==> config.mk <==
export PLATFORM = sky130hd
export DESIGN_NAME = button_press_release_qualifier_flat
export DESIGN_NICKNAME = d
export VERILOG_FILES = /design/src/rtl/bprq_pkg.sv /design/src/rtl/bprq_req_if.sv /design/src/rtl/bprq_rsp_if.sv /design/src/rtl/bprq_csr.sv /design/src/rtl/bprq_core.sv /design/src/rtl/button_press_release_qualifier.sv /design/src/flat_wrapper.sv
export SDC_FILE = /design/constraint.sdc
export NUM_CORES = 1
export LEC_CHECK = 0
export BUFFER_PORTS_ARGS = -buffer_cell sky130_fd_sc_hd__buf_2
export CORE_AREA = 2 2 152 154
export CTS_BUF_LIST = sky130_fd_sc_hd__clkbuf_4
export DETAILED_ROUTE_END_ITERATION = 10
export DIE_AREA = 0 0 154 156
export HOLD_SLACK_MARGIN = 0.06
export MAX_ROUTING_LAYER = met4
export PLACE_DENSITY = 0.88
export SLEW_MARGIN = 20
export SYNTH_ARGS = -nofsm -noshare
export SYNTH_HDL_FRONTEND = slang
export SYNTH_SLANG_ARGS = --single-unit
==> constraint.sdc <==
create_clock -name clock -period 11 [get_ports clock]
set_clock_uncertainty 0.15 [all_clocks]
set_input_delay 1.1 -clock clock [delete_from_list [all_inputs] [get_ports clock]]
set_output_delay 1.1 -clock clock [all_outputs]
set_load 0.02 [all_outputs]
==> src/rtl/bprq_pkg.sv <==
// Shared types and constants for the button press/release qualifier.
// No dependencies; every other file depends on this package.
package bprq_pkg;

   localparam int unsigned MV_W    = 12;
   localparam int unsigned TIME_W  = 32;
   localparam int unsigned RUN_W   = 16;
   localparam int unsigned VIOL_W  = 8;
   localparam int unsigned STAT_W  = 3;
   localparam int unsigned CSR_IDX_W  = 3;
   localparam int unsigned CSR_DATA_W = 32;

   // register reset values
   localparam logic [RUN_W-1:0]  COUNT_TARGET_RST    = 16'd5;
   localparam logic [TIME_W-1:0] PRESS_TIMEOUT_RST   = 32'd5000000;
   localparam logic [TIME_W-1:0] RELEASE_TIMEOUT_RST = 32'd3500000;
   localparam logic [MV_W-1:0]   IDLE_THRESH_RST     = 12'd2240;
   localparam logic [VIOL_W-1:0] VIOL_LIMIT_RST      = 8'd3;

   localparam logic [RUN_W-1:0]  RUN_MAX  = '1;
   localparam logic [VIOL_W-1:0] VIOL_MAX = '1;

   // item opcodes
   localparam logic OP_START  = 1'b0;
   localparam logic OP_SAMPLE = 1'b1;

   typedef enum logic [CSR_IDX_W-1:0] {
      CSR_COUNT_TARGET    = 3'd0,
      CSR_PRESS_TIMEOUT   = 3'd1,
      CSR_RELEASE_TIMEOUT = 3'd2,
      CSR_IDLE_THRESH     = 3'd3,
      CSR_VIOL_LIMIT      = 3'd4
   } csr_idx_type;

   typedef enum logic [1:0] {
      PH_IDLE    = 2'd0,
      PH_PRESS   = 2'd1,
      PH_RELEASE = 2'd2
   } phase_type;

   typedef enum logic [STAT_W-1:0] {
      ST_IDLE            = 3'd0,
      ST_WAIT_PRESS      = 3'd1,
      ST_PRESS_DONE      = 3'd2,
      ST_PASS            = 3'd3,
      ST_PRESS_TIMEOUT   = 3'd4,
      ST_RELEASE_TIMEOUT = 3'd5,
      ST_THRESH_ERR      = 3'd6
   } status_type;

   typedef struct packed {
      logic [RUN_W-1:0]  count_target;
      logic [TIME_W-1:0] press_timeout_us;
      logic [TIME_W-1:0] release_timeout_us;
      logic [MV_W-1:0]   idle_floor_mv;
      logic [VIOL_W-1:0] violation_limit;
   } cfg_type;

   typedef struct packed {
      logic              op;
      logic              pressed;
      logic [MV_W-1:0]   btn_mv;
      logic [TIME_W-1:0] now_us;
   } item_type;

   typedef struct packed {
      logic [STAT_W-1:0] status;
      logic [RUN_W-1:0]  press_count;
      logic [RUN_W-1:0]  release_count;
      logic [VIOL_W-1:0] violations;
   } result_type;

endpackage

==> src/rtl/bprq_req_if.sv <==
// Request channel interface: valid/ready plus one sample or start beat.
// Depends on bprq_pkg for field widths.
interface bprq_req_if;
   logic                            valid;
   logic                            ready;
   logic                            op;
   logic                            pressed;
   logic [bprq_pkg::MV_W-1:0]       btn_mv;
   logic [bprq_pkg::TIME_W-1:0]     now_us;

   modport source (output valid, output op, output pressed, output btn_mv,
                   output now_us, input ready);
   modport sink   (input valid, input op, input pressed, input btn_mv,
                   input now_us, output ready);
endinterface

==> src/rtl/bprq_rsp_if.sv <==
// Response channel interface: valid/ready plus one result beat.
// Depends on bprq_pkg for field widths.
interface bprq_rsp_if;
   logic                            valid;
   logic                            ready;
   logic [bprq_pkg::STAT_W-1:0]     status;
   logic [bprq_pkg::RUN_W-1:0]      press_count;
   logic [bprq_pkg::RUN_W-1:0]      release_count;
   logic [bprq_pkg::VIOL_W-1:0]     violations;

   modport source (output valid, output status, output press_count,
                   output release_count, output violations, input ready);
   modport sink   (input valid, input status, input press_count,
                   input release_count, input violations, output ready);
endinterface

==> src/rtl/bprq_csr.sv <==
// Configuration register bank, written through a plain index/data port.
// Depends on bprq_pkg.
module bprq_csr (
   input  logic                              clock,
   input  logic                              reset,
   input  logic                              csr_we,
   input  logic [bprq_pkg::CSR_IDX_W-1:0]    csr_idx,
   input  logic [bprq_pkg::CSR_DATA_W-1:0]   csr_wdata,
   output bprq_pkg::cfg_type                 cfg
);
   import bprq_pkg::*;

   cfg_type cfg_ff;
   cfg_type cfg_in;

   always_comb begin
      cfg_in = cfg_ff;
      if (csr_we) begin
         unique case (csr_idx_type'(csr_idx))
            CSR_COUNT_TARGET:    cfg_in.count_target       = csr_wdata[RUN_W-1:0];
            CSR_PRESS_TIMEOUT:   cfg_in.press_timeout_us   = csr_wdata[TIME_W-1:0];
            CSR_RELEASE_TIMEOUT: cfg_in.release_timeout_us = csr_wdata[TIME_W-1:0];
            CSR_IDLE_THRESH:     cfg_in.idle_floor_mv      = csr_wdata[MV_W-1:0];
            CSR_VIOL_LIMIT:      cfg_in.violation_limit    = csr_wdata[VIOL_W-1:0];
            default:             cfg_in = cfg_ff;
         endcase
      end
   end

   always_ff @(posedge clock) begin
      if (reset) begin
         cfg_ff.count_target       <= COUNT_TARGET_RST;
         cfg_ff.press_timeout_us   <= PRESS_TIMEOUT_RST;
         cfg_ff.release_timeout_us <= RELEASE_TIMEOUT_RST;
         cfg_ff.idle_floor_mv      <= IDLE_THRESH_RST;
         cfg_ff.violation_limit    <= VIOL_LIMIT_RST;
      end else begin
         cfg_ff <= cfg_in;
      end
   end

   assign cfg = cfg_ff;

endmodule

==> src/rtl/bprq_core.sv <==
// Test state (phase, start time, run and violation counters) and the
// per-beat qualify/timeout/threshold logic. Depends on bprq_pkg.
module bprq_core (
   input  logic                  clock,
   input  logic                  reset,
   input  logic                  step,
   input  bprq_pkg::item_type    item,
   input  bprq_pkg::cfg_type     cfg,
   output bprq_pkg::result_type  result
);
   import bprq_pkg::*;

   phase_type         phase_ff,   phase_in;
   logic [TIME_W-1:0] start_ff,   start_in;
   logic [RUN_W-1:0]  press_ff,   press_in;
   logic [RUN_W-1:0]  release_ff, release_in;
   logic [VIOL_W-1:0] viol_ff,    viol_in;
   status_type        status;

   always_comb begin
      logic              in_press;
      logic [TIME_W-1:0] elapsed;
      logic [TIME_W-1:0] limit;
      logic [RUN_W-1:0]  press_sat;
      logic [RUN_W-1:0]  release_sat;
      logic              low_idle;
      logic [VIOL_W-1:0] viol_inc;
      logic              thresh_err;

      in_press    = (phase_ff == PH_PRESS);
      elapsed     = item.now_us - start_ff;
      limit       = in_press ? cfg.press_timeout_us : cfg.release_timeout_us;
      press_sat   = (press_ff == RUN_MAX) ? RUN_MAX : press_ff + 1'b1;
      release_sat = (release_ff == RUN_MAX) ? RUN_MAX : release_ff + 1'b1;
      low_idle    = !item.pressed && (item.btn_mv < cfg.idle_floor_mv);
      viol_inc    = (viol_ff == VIOL_MAX) ? VIOL_MAX : viol_ff + 1'b1;
      thresh_err  = low_idle && (viol_inc >= cfg.violation_limit);

      phase_in   = phase_ff;
      start_in   = start_ff;
      press_in   = press_ff;
      release_in = release_ff;
      viol_in    = viol_ff;
      status     = ST_IDLE;

      if (item.op == OP_START) begin
         phase_in   = PH_PRESS;
         start_in   = item.now_us;
         press_in   = '0;
         release_in = '0;
         viol_in    = '0;
         status     = ST_WAIT_PRESS;
      end else if (phase_ff == PH_PRESS || phase_ff == PH_RELEASE) begin
         press_in   = item.pressed ? press_sat : '0;
         release_in = item.pressed ? '0 : release_sat;
         if (low_idle) viol_in = viol_inc;

         if (thresh_err) begin
            phase_in = PH_IDLE;
            status   = ST_THRESH_ERR;
         end else if (elapsed > limit) begin
            phase_in = PH_IDLE;
            status   = in_press ? ST_PRESS_TIMEOUT : ST_RELEASE_TIMEOUT;
         end else if (in_press) begin
            if (press_in >= cfg.count_target) begin
               phase_in   = PH_RELEASE;
               start_in   = item.now_us;
               release_in = '0;
               viol_in    = '0;
               status     = ST_PRESS_DONE;
            end else begin
               status = ST_WAIT_PRESS;
            end
         end else begin
            if (release_in >= cfg.count_target) begin
               phase_in = PH_IDLE;
               status   = ST_PASS;
            end else begin
               status = ST_PRESS_DONE;
            end
         end
      end else begin
         // sample while idle: no state change
         phase_in = PH_IDLE;
         status   = ST_IDLE;
      end
   end

   always_ff @(posedge clock) begin
      if (reset) begin
         phase_ff   <= PH_IDLE;
         start_ff   <= '0;
         press_ff   <= '0;
         release_ff <= '0;
         viol_ff    <= '0;
      end else if (step) begin
         phase_ff   <= phase_in;
         start_ff   <= start_in;
         press_ff   <= press_in;
         release_ff <= release_in;
         viol_ff    <= viol_in;
      end
   end

   assign result.status        = status;
   assign result.press_count   = press_in;
   assign result.release_count = release_in;
   assign result.violations    = viol_in;

endmodule

==> src/rtl/button_press_release_qualifier.sv <==
// Top level of the button press/release qualifier: input stage, core, result register.
// Depends on bprq_pkg, bprq_req_if, bprq_rsp_if, bprq_csr and bprq_core.
//
//   port      dir  role
//   req_ch    in   start (op 0) or sample (op 1) beats: pressed, btn_mv, now_us
//   rsp_ch    out  one result beat per request: status and the three counters
//   csr_*     in   register writes: csr_we, csr_idx, csr_wdata
//
// Each request beat gives exactly one response beat on rsp_ch after passing
// the input register, then the result register. A beat is taken every cycle
// unless rsp_ch stalls; the state update is a single step between the two.
// Reset is synchronous, active high: phase goes idle, counters clear and
// registers return to their defaults. A stall on rsp_ch holds the result
// register and, once the input stage is also full, drops req_ch ready.
module button_press_release_qualifier (
   input  logic                             clock,
   input  logic                             reset,
   bprq_req_if.sink                         req_ch,
   bprq_rsp_if.source                       rsp_ch,
   input  logic                             csr_we,
   input  logic [bprq_pkg::CSR_IDX_W-1:0]   csr_idx,
   input  logic [bprq_pkg::CSR_DATA_W-1:0]  csr_wdata
);
   import bprq_pkg::*;

   cfg_type    cfg;
   item_type   item_ff;
   logic       item_vld_ff;
   result_type result;
   result_type rsp_ff;
   logic       rsp_vld_ff;
   logic       stage_adv;   // input stage moves into the result register
   logic       req_take;

   bprq_csr u_csr (
      .clock     (clock),
      .reset     (reset),
      .csr_we    (csr_we),
      .csr_idx   (csr_idx),
      .csr_wdata (csr_wdata),
      .cfg       (cfg)
   );

   // result register free or draining this cycle
   assign stage_adv    = item_vld_ff && (!rsp_vld_ff || rsp_ch.ready);
   assign req_ch.ready = !item_vld_ff || stage_adv;
   assign req_take     = req_ch.valid && req_ch.ready;

   // input stage
   always_ff @(posedge clock) begin
      if (reset) begin
         item_vld_ff <= 1'b0;
      end else if (req_ch.ready) begin
         item_vld_ff <= req_ch.valid;
      end
   end

   always_ff @(posedge clock) begin
      if (req_take) begin
         item_ff.op      <= req_ch.op;
         item_ff.pressed <= req_ch.pressed;
         item_ff.btn_mv  <= req_ch.btn_mv;
         item_ff.now_us  <= req_ch.now_us;
      end
   end

   // state advances only when the beat moves on to the result register
   bprq_core u_core (
      .clock  (clock),
      .reset  (reset),
      .step   (stage_adv),
      .item   (item_ff),
      .cfg    (cfg),
      .result (result)
   );

   // result register
   always_ff @(posedge clock) begin
      if (reset) begin
         rsp_vld_ff <= 1'b0;
      end else if (stage_adv) begin
         rsp_vld_ff <= 1'b1;
      end else if (rsp_ch.ready) begin
         rsp_vld_ff <= 1'b0;
      end
   end

   always_ff @(posedge clock) begin
      if (stage_adv) begin
         rsp_ff <= result;
      end
   end

   assign rsp_ch.valid         = rsp_vld_ff;
   assign rsp_ch.status        = rsp_ff.status;
   assign rsp_ch.press_count   = rsp_ff.press_count;
   assign rsp_ch.release_count = rsp_ff.release_count;
   assign rsp_ch.violations    = rsp_ff.violations;

endmodule
==> src/flat_wrapper.sv <==
// flat-port wrapper written by rule: the top's interface ports become plain ports
module button_press_release_qualifier_flat import bprq_pkg::*;
  (clock, reset, csr_we, csr_idx, csr_wdata, req_ch_valid, req_ch_op, req_ch_pressed, req_ch_btn_mv, req_ch_now_us, req_ch_ready, rsp_ch_valid, rsp_ch_status, rsp_ch_press_count, rsp_ch_release_count, rsp_ch_violations, rsp_ch_ready);
  bprq_req_if req_ch_i ();
  bprq_rsp_if rsp_ch_i ();
  input  logic clock;
  input  logic reset;
  input  logic csr_we;
  input  logic [bprq_pkg::CSR_IDX_W-1:0] csr_idx;
  input  logic [bprq_pkg::CSR_DATA_W-1:0] csr_wdata;
  input wire logic [$bits(req_ch_i.valid)-1:0] req_ch_valid;
  input wire logic [$bits(req_ch_i.op)-1:0] req_ch_op;
  input wire logic [$bits(req_ch_i.pressed)-1:0] req_ch_pressed;
  input wire logic [$bits(req_ch_i.btn_mv)-1:0] req_ch_btn_mv;
  input wire logic [$bits(req_ch_i.now_us)-1:0] req_ch_now_us;
  output wire logic [$bits(req_ch_i.ready)-1:0] req_ch_ready;
  output wire logic [$bits(rsp_ch_i.valid)-1:0] rsp_ch_valid;
  output wire logic [$bits(rsp_ch_i.status)-1:0] rsp_ch_status;
  output wire logic [$bits(rsp_ch_i.press_count)-1:0] rsp_ch_press_count;
  output wire logic [$bits(rsp_ch_i.release_count)-1:0] rsp_ch_release_count;
  output wire logic [$bits(rsp_ch_i.violations)-1:0] rsp_ch_violations;
  input wire logic [$bits(rsp_ch_i.ready)-1:0] rsp_ch_ready;
  assign req_ch_i.valid = req_ch_valid;
  assign req_ch_i.op = req_ch_op;
  assign req_ch_i.pressed = req_ch_pressed;
  assign req_ch_i.btn_mv = req_ch_btn_mv;
  assign req_ch_i.now_us = req_ch_now_us;
  assign req_ch_ready = req_ch_i.ready;
  assign rsp_ch_valid = rsp_ch_i.valid;
  assign rsp_ch_status = rsp_ch_i.status;
  assign rsp_ch_press_count = rsp_ch_i.press_count;
  assign rsp_ch_release_count = rsp_ch_i.release_count;
  assign rsp_ch_violations = rsp_ch_i.violations;
  assign rsp_ch_i.ready = rsp_ch_ready;
  button_press_release_qualifier u_core (.clock(clock), .reset(reset), .req_ch(req_ch_i), .rsp_ch(rsp_ch_i), .csr_we(csr_we), .csr_idx(csr_idx), .csr_wdata(csr_wdata));
endmodule
==> results of run 1 <==
-- layer usage --
layer	vias to the layer above	part of all wire, %
li1	6168	-
met1	5909	41
met2	466	50
met3	96	5.4
met4	0	3.5
met5	-	0
-- flip-flops by register name, indices dropped and copies added, names as in the netlist --
signal,count
u_core.u_csr.cfg,100
u_core.item_ff,46
u_core.u_core.start_ff,32
u_core.rsp_ch.press_count,16
u_core.rsp_ch.release_count,16
u_core.u_core.press_ff,16
u_core.u_core.release_ff,16
u_core.rsp_ch.violations,8
u_core.u_core.viol_ff,8
u_core.rsp_ch.status,3
u_core.u_core.phase_ff,2
u_core.item_vld_ff,1
u_core.rsp_ch.valid,1
-- synth_stat cells, types with 8 or more instances --
library cell | instances | share of area, %
nand2_1 | 284 | 7.2
a32o_1 | 33 | 2.2
a21oi_1 | 174 | 5.9
o2bb2ai_1 | 14 | 0.83
nand3_1 | 55 | 1.9
xnor2_1 | 31 | 1.8
a31oi_1 | 11 | 0.47
o211ai_1 | 10 | 0.51
nor2_1 | 66 | 1.7
buf_1 | 10 | 0.26
dfxtp_1 | 176 | 24
nor3_1 | 12 | 0.41
nor2b_1 | 20 | 0.85
ha_1 | 119 | 10
and4_1 | 8 | 0.48
a211oi_1 | 11 | 0.56
nand2b_1 | 15 | 0.64
xor2_1 | 20 | 1.2
and3_1 | 11 | 0.47
mux2i_1 | 41 | 2.8
clkbuf_1 | 78 | 2.0
a22oi_1 | 8 | 0.41
a41o_1 | 32 | 2.2
o21ai_0 | 33 | 1.1
and2_1 | 14 | 0.60
edfxtp_1 | 89 | 18
a21o_1 | 45 | 2.3
inv_1 | 92 | 2.3
nand4_1 | 26 | 1.1
o21a_1 | 8 | 0.41
-- power by group through the flow --
| stage | sequential (uW) | clock [uW] | combinational (uW) |
|---|---|---|---|
| after floorplan | 1090 | 0 | 214 |
| after global placement | 1080 | 0 | 305 |
| final | 1060 | 902 | 322 |
| after global routing | 1060 | 962 | 355 |
| after detailed placement | 1080 | 0 | 314 |
| after CTS | 1060 | 915 | 317 |
-- worst max path at each step --
| stage | end | depth (start not counted) |
|---|---|---|
| global route | u_core.rsp_ch.release_count[2]$_DFFE_PP_ | 18 |
| detailed placement | u_core.rsp_ch.release_count[2]$_DFFE_PP_ | 18 |
| floorplan | u_core.rsp_ch.release_count[2]$_DFFE_PP_ | 20 |
| finish | u_core.rsp_ch.release_count[2]$_DFFE_PP_ | 18 |
| CTS | u_core.rsp_ch.release_count[2]$_DFFE_PP_ | 18 |
| global placement | u_core.rsp_ch.release_count[2]$_DFFE_PP_ | 18 |
-- cells in the final DEF, fill, tap and decap left out, types with 33 or more instances in the layout --
master    netlist  routed
nand2_1       284     284
dfxtp_1       176     176
a21oi_1       174     174
buf_2           4     130
ha_1          119     118
clkbuf_4        0     106
inv_1          92      90
edfxtp_1       89      89
nor2_1         66      65
nand3_1        55      55
a21o_1         45      45
mux2i_1        41      41
o21ai_0        33      33
a32o_1         33      33
-- final cells by class --
| type | count | area, um2 |
|---|---|---|
| antenna | 1 | 2.502 |
| clock buffer | 106 | 795.8 |
| clock inverter | 12 | 125.1 |
| fill | 1613 | 5963 |
| inverter | 92 | 345.3 |
| multi-input combinational | 1182 | 7818 |
| sequential | 265 | 6196 |
| tap | 285 | 356.6 |
| timing repair buffer | 145 | 763.2 |
-- kinds of logic (layout without fill, tap and decap cells) --
family / count (synthesis) / count (layout)
flops: 265 / 265
fa+ha+maj: 120 / 120
buf+inv: 187 / 355
other cells: 0 / 1
xor+xnor: 51 / 51
compound gates: 432 / 432
simple gates: 537 / 537
mux: 42 / 42
-- per-stage QoR --
stage | power, uW | setup slack [ps]
after detailed placement | 1393 | 4903
after global routing | 2377 | 4425
after CTS | 2290 | 4876
final | 2282 | 4940
after global placement | 1382 | 5227
after floorplan | 1300 | 5926
-- worst reg2reg max path: stages (launching register included) --
cell and delay [ps]:
edfxtp_1 400, ha_1 380, a21oi_1 190, o21ai_0 160, nor4_1 280, a21oi_1 150, o21ai_0 440, o21ai_0 250
a2111oi_0 530, nor2_1 120, ha_1 330, a21o_1 170, a21o_1 170, a21oi_1 190, o21ai_0 150, nor4_2 670
o21ai_2 190, or2_2 560, a32o_1 350
==> results.md, run 1 <==
* Largest family of logic cells by synthesized area: compound AO/OA/AOI/OAI gates
* CP required at 11270 ps
* Synth Area in Adders at between 10% and 20%
* Crit-path slowest cell: nor4_2
* Cell Pwr Density at around 140 nW/um2
* Initial antenna violation count at 1
* Post-Route Setup TNS at 0 ps
* Routed len/inst at 17.22 um
* Pre-antenna DRT Iters at 5
* Synth Cell Area at 14720 um2
* Leak at ~0.0068 uW
* Starting density of the core at between 60% and 70%
* Worst Path Class, Setup: register to register
* CP startpoint: u_core.item_ff[8]$_DFFE_PP_
* Clk Tree Root Cell: clkbuf_4
* EDFF count, synth at 89
* Highest Clock Rate at 0.1650 GHz
* Worst path max stage delay at 670 ps
* Met1 GRT Util at a little over a third
* Synthesized flop and latch total at 265
* Met2 usage at about half
* Vias in the first global route at 12030
* CP cell instances: ha_1 -> a21oi_1 -> o21ai_0 -> nor4_1 -> a21oi_1 -> o21ai_0 -> o21ai_0 -> a2111oi_0 -> nor2_1 -> ha_1 -> a21o_1 -> a21o_1 -> a21oi_1 -> o21ai_0 -> nor4_2 -> o21ai_2 -> or2_2 -> a32o_1
* Clock Power Share at 39.5%
* GRT overflow at 0
* Slew Limit Fails at 0
* Family with the most delay on the worst path: compound AO/OA/AOI/OAI gates
* Post-synthesis sequential area ratio at 42.10%
* Critical path fanouts, max at 33
* Worst reg2reg endpoint: u_core.rsp_ch.release_count[2]$_DFFE_PP_
* Slew HR at roughly a third
* Final wirelength at about 36 mm
* Vias at ~13000
* Total die area at around 24000 um2
* Cells after synthesis at 1634
* TritonCTS clock tree: built
* Predominant post-synthesis flop cell: dfxtp_1
* CTS Sinks at 265
* Final Hold Viols at 0
* Max VDD drop at roughly 0.096 mV
* Synth cell types at between 60 and 70
* Min-delay worst type: register to register
* Hold EP: u_core.u_csr.cfg[79]$_SDFFE_PP0P_
* Resize count post-CTS at 0
* RePlAce Congestion at 0.9201
* Syn nets at 1840
* Status: finished, final reports clean
* Internal Pwr Total at 1671 uW
* Count of input and output buffers at 130
* Worst Reg-to-Reg Cells at 18
* Final Cycle Share at 55.09%
* Worst reg2reg startpoint: u_core.item_ff[8]$_DFFE_PP_
* Gate power share at 14.1%
* 1st-iter DRT viols at 1001
* Portion of netlist area occupied by mux cells at 2.865%
* Area growth syn-to-layout at 11.44%
* Reg-to-reg slack, setup at 4940 ps
* # IOs at 131
* Yosys warns at 0
* Post-Synth XOR/XNOR Area at 3.035%
* Sw Share at 26.80%
* Critical path startpoint category: register
* Max Cap Violations at 0
* Min-delay src: u_core.u_csr.cfg[79]$_SDFFE_PP0P_
* CP Capture Type: register
* Grt met3 use at 4.250%
* Cells after DPL at 1969
* Vias per cell at 6.053
* Hold-critical path depth at 2
* Htree depth at 3
* Die Wd at 154 um
* Min Clock Period, post-route at 6060 ps
* Finished Core Util at 73.34%
* Core Region at 22370 um2
* RSZ-0062 raised after global routing: no
* Residual DRC count at 0
* Row count at 55
* Least-Margin Pin Slew at slightly below 1000 ps
* Global-route wire length before repair at 58.01 mm
* Synth Area in Simple Gates at 16.68%
* Design area at approximately 16000 um2
* Finished Layout Cells at about 2100
* GR peak layer: met2
* Sequential share of power at 46.3%
* Die Y at 156 um
* Clock latency on the worst-skew pair at a little under 700 ps
* Setup bufs post-CTS at 0
* DP HPWL at 24.61 mm
* Clk buf depth at 3
* Finish-stage setup viols at 0
* CP Buf/Inv Count at 0
* Largest net degree at the start of global routing at 89
* Antenna-violating nets left at 0
* Worst-path clk slew at around 60 ps
* P_sw at 611.6 uW
* Ys async rst share at 0%
* CP dominant cell by count: o21ai_0
* Compound-gate portion of the synthesized area at 20.11%
* Post-DP Area at 15470 um2
* Mapped Avg Cell Area at 9.007 um2
* CP arrival at 6330 ps
* Hold Slack at between 300 and 400 ps
* CTS buffer count at just under 70
* Hold Buf Count CTS at 0
* Share of post-route cells with drive strength above 1 at 15.54%
* Final nets at slightly below 2000
* Gr usage total at a little under a third
Note: power is estimated with default switching activity, not from simulation.
==> run 2: changes to the inputs <==
- CORE_AREA: 2 2 152 154 -> 2 2 166 168
- DIE_AREA: 0 0 154 156 -> 0 0 168 170
- PLACE_DENSITY: 0.88 -> 0.79
- clock period: 11 -> 5.1 ns (I/O delays scaled with it)
==> results.md, run 2 (synthesized netlist as in run 1, its figures left out) <==
* Status: finished, final reports clean
* Number of flip-flops in the largest register at 100
* Starting density of the core at 55.23%
* DP HPWL at 25.71 mm
* Core Region at 26650 um2
* Leak at 0.007389 uW
* Final nets at 2086
* P_sw at ~1400 uW
* CP Capture Type: register
* Largest net degree at the start of global routing at 94
* Count of input and output buffers at 130
* Worst Reg-to-Reg Cells at 19
* Residual DRC count at 0
* Area growth syn-to-layout at 21.23%
* Worst reg2reg startpoint: u_core.item_ff[3]$_DFFE_PP_
* Clock latency on the worst-skew pair at 730 ps
* Gr usage total at 27.64%
* Hold Slack at 190.3 ps
* Worst path max stage delay at 440 ps
* CP arrival at 5300 ps
* Critical Path Sink: u_core.rsp_ch.release_count[2]$_DFFE_PP_
* Final worst setup slack at 82.02 ps
* Max VDD drop at 0.1791 mV
* GRT overflow at 0
* CP required at 5380 ps
* Most frequent cells in the layout: nand2_1 (284), dfxtp_1 (176), a21oi_1 (169), buf_2 (130), ha_1 (116)
* Htree depth at 3
* Crit-path slowest cell: or4_4
* Vias at 13320
* Worst Path Class, Setup: register to register
* RePlAce Congestion at between 0.8 and 0.9
* Initial antenna violation count at 1
* Final wirelength at 39.48 mm
* Antenna-violating nets left at 0
* Worst-path clk slew at 70 ps
* Vias in the first global route at 12930
* Die Y at around 170 um
* Cell Pwr Density at roughly 290 nW/um2
* Slew Limit Fails at 0
* Critical path startpoint category: register
* Share of post-route cells with drive strength above 1 at 18.07%
* Min-delay worst type: primary input to register
* Total die area at 28560 um2
* # IOs at 131
* Gate power share at 15.9%
* CTS Sinks at 265
* CP cell instances: ha_1 -> inv_1 -> a2111o_1 -> a31o_2 -> a21oi_4 -> o21ai_2 -> buf_4 -> o2111ai_1 -> nand2_1 -> xnor2_1 -> ha_1 -> nand4_1 -> or2_1 -> or4_4 -> o31ai_4 -> o21ai_2 -> or2_4 -> clkbuf_16 -> a32o_1
* Pre-CTS setup slack at -73.73 ps
* 1st-iter DRT viols at around 1100
* Row count at 60
* TritonCTS clock tree: built
* Family with the most delay on the worst path: compound AO/OA/AOI/OAI gates
* Max Cap Violations at 0
* Sw Share at between 20% and 30%
* CTS buffer count at 71
* Min Clock Period, post-route at ~5000 ps
* Global-route wire length before repair at around 63 mm
* Clk buf depth at 3
* CP Buf/Inv Count at 3
* Commonest non-fill, non-tap cell in the layout: nand2_1
* Finished Core Util at approximately two thirds
* CP startpoint: u_core.item_ff[3]$_DFFE_PP_
* Clock Power Share at 39.5%
* Internal Pwr Total at 3679 uW
* Cells after DPL at about 2100
* Die Wd at 168 um
* Post-Route Setup TNS at 0 ps
* Reg-to-reg slack, setup at 80 ps
* Slew HR at between 30% and 40%
* Vias per cell at just under 6
* Routed len/inst at 17.32 um
* Worst reg2reg endpoint: u_core.rsp_ch.release_count[2]$_DFFE_PP_
* Critical path fanouts, max at 8
* Final Hold Viols at 0
* Pre-antenna DRT Iters at 10
* Sequential share of power at 44.6%
* Final Cycle Share at 98.39%
* Finished Layout Cells at 2280
* Least-Margin Pin Slew at 1045 ps
* Highest Clock Rate at 0.1993 GHz
* Clk Tree Root Cell: clkbuf_4
* Critical path depth in cells at 19
* RSZ-0062 raised after global routing: yes
* Finish-stage setup viols at 0
==> run 2: changes by cell type in the layout (fill, tap and decap cells not counted), sizes merged <==
cell and change:
diode +1, buf +40, clkbuf +4, dlygate4sd3 +81, bufinv -1, clkinv +8, clkinvlp +1, inv +2
==> run 2: worst min-delay path by stage <==
stage / startpoint / end / slack [ps] / cells past startpoint
after global routing: csr_idx[2] / u_core.u_csr.cfg[0]$_SDFFE_PP1P_ / 200 / 4
after CTS: csr_idx[2] / u_core.u_csr.cfg[0]$_SDFFE_PP1P_ / 160 / 4
after global placement: u_core.u_csr.cfg[52]$_SDFFE_PP0P_ / u_core.u_csr.cfg[52]$_SDFFE_PP0P_ / 290 / 2
final: csr_idx[2] / u_core.u_csr.cfg[7]$_SDFFE_PP0P_ / 190 / 4
after detailed placement: u_core.u_csr.cfg[17]$_SDFFE_PP0P_ / u_core.u_csr.cfg[17]$_SDFFE_PP0P_ / 300 / 2
after floorplan: u_core.u_csr.cfg[52]$_SDFFE_PP0P_ / u_core.u_csr.cfg[52]$_SDFFE_PP0P_ / 280 / 2
==> run 2: worst min-delay path: stages <==
cell and delay, ps:
buf_2 110, nand3_1 210, nand2_1 130, a21oi_1 50
==> run 2: cell type report <==
class	instances	area, um2
Timing Repair Buffer	268	1953
Sequential cell	265	6196
Antenna cell	2	5.005
Fill cell	2031	8808
Clock inverter	22	158.9
Clock buffer	108	810.8
Multi-Input combinational cell	1182	7946
Inverter	92	345.3
Tap cell	341	426.7
==> run 2: timing repair <==
item	in CTS	in global routing
setup buffers	0	7
gates resized for setup	3	30
cloned	0	2
endpoints found under the hold margin	147	0
hold buffers	81	0
pin swaps	0	28
endpoints found under the setup margin	25	83
==> run 2: layer usage <==
layer  vias to the layer above  part of all wire [%]  global-route usage, %
met1                      6218                    40                  31.10
met5                         -                     0                      -
met2                       530                    50                  47.47
met4                         0                   4.8                  14.25
li1                       6426                     -                      -
met3                       142                   6.1                  4.767
==> run 2: through the flow <==
step / area, um2 / total power (uW)
CTS: 17610 / 5106
global placement: 15820 / 3023
global route: 17840 / 5342
floorplan: 14720 / 2804
finish: 17840 / 5122
detailed placement: 15820 / 3045
==> run 2: power by group through the flow <==
| stage | sequential (uW) | clock [uW] | combinational [uW] |
|---|---|---|---|
| after floorplan | 2340 | 0 | 461 |
| final | 2280 | 2020 | 815 |
| after global placement | 2330 | 0 | 697 |
| after CTS | 2280 | 2050 | 772 |
| after detailed placement | 2330 | 0 | 716 |
| after global routing | 2290 | 2160 | 893 |
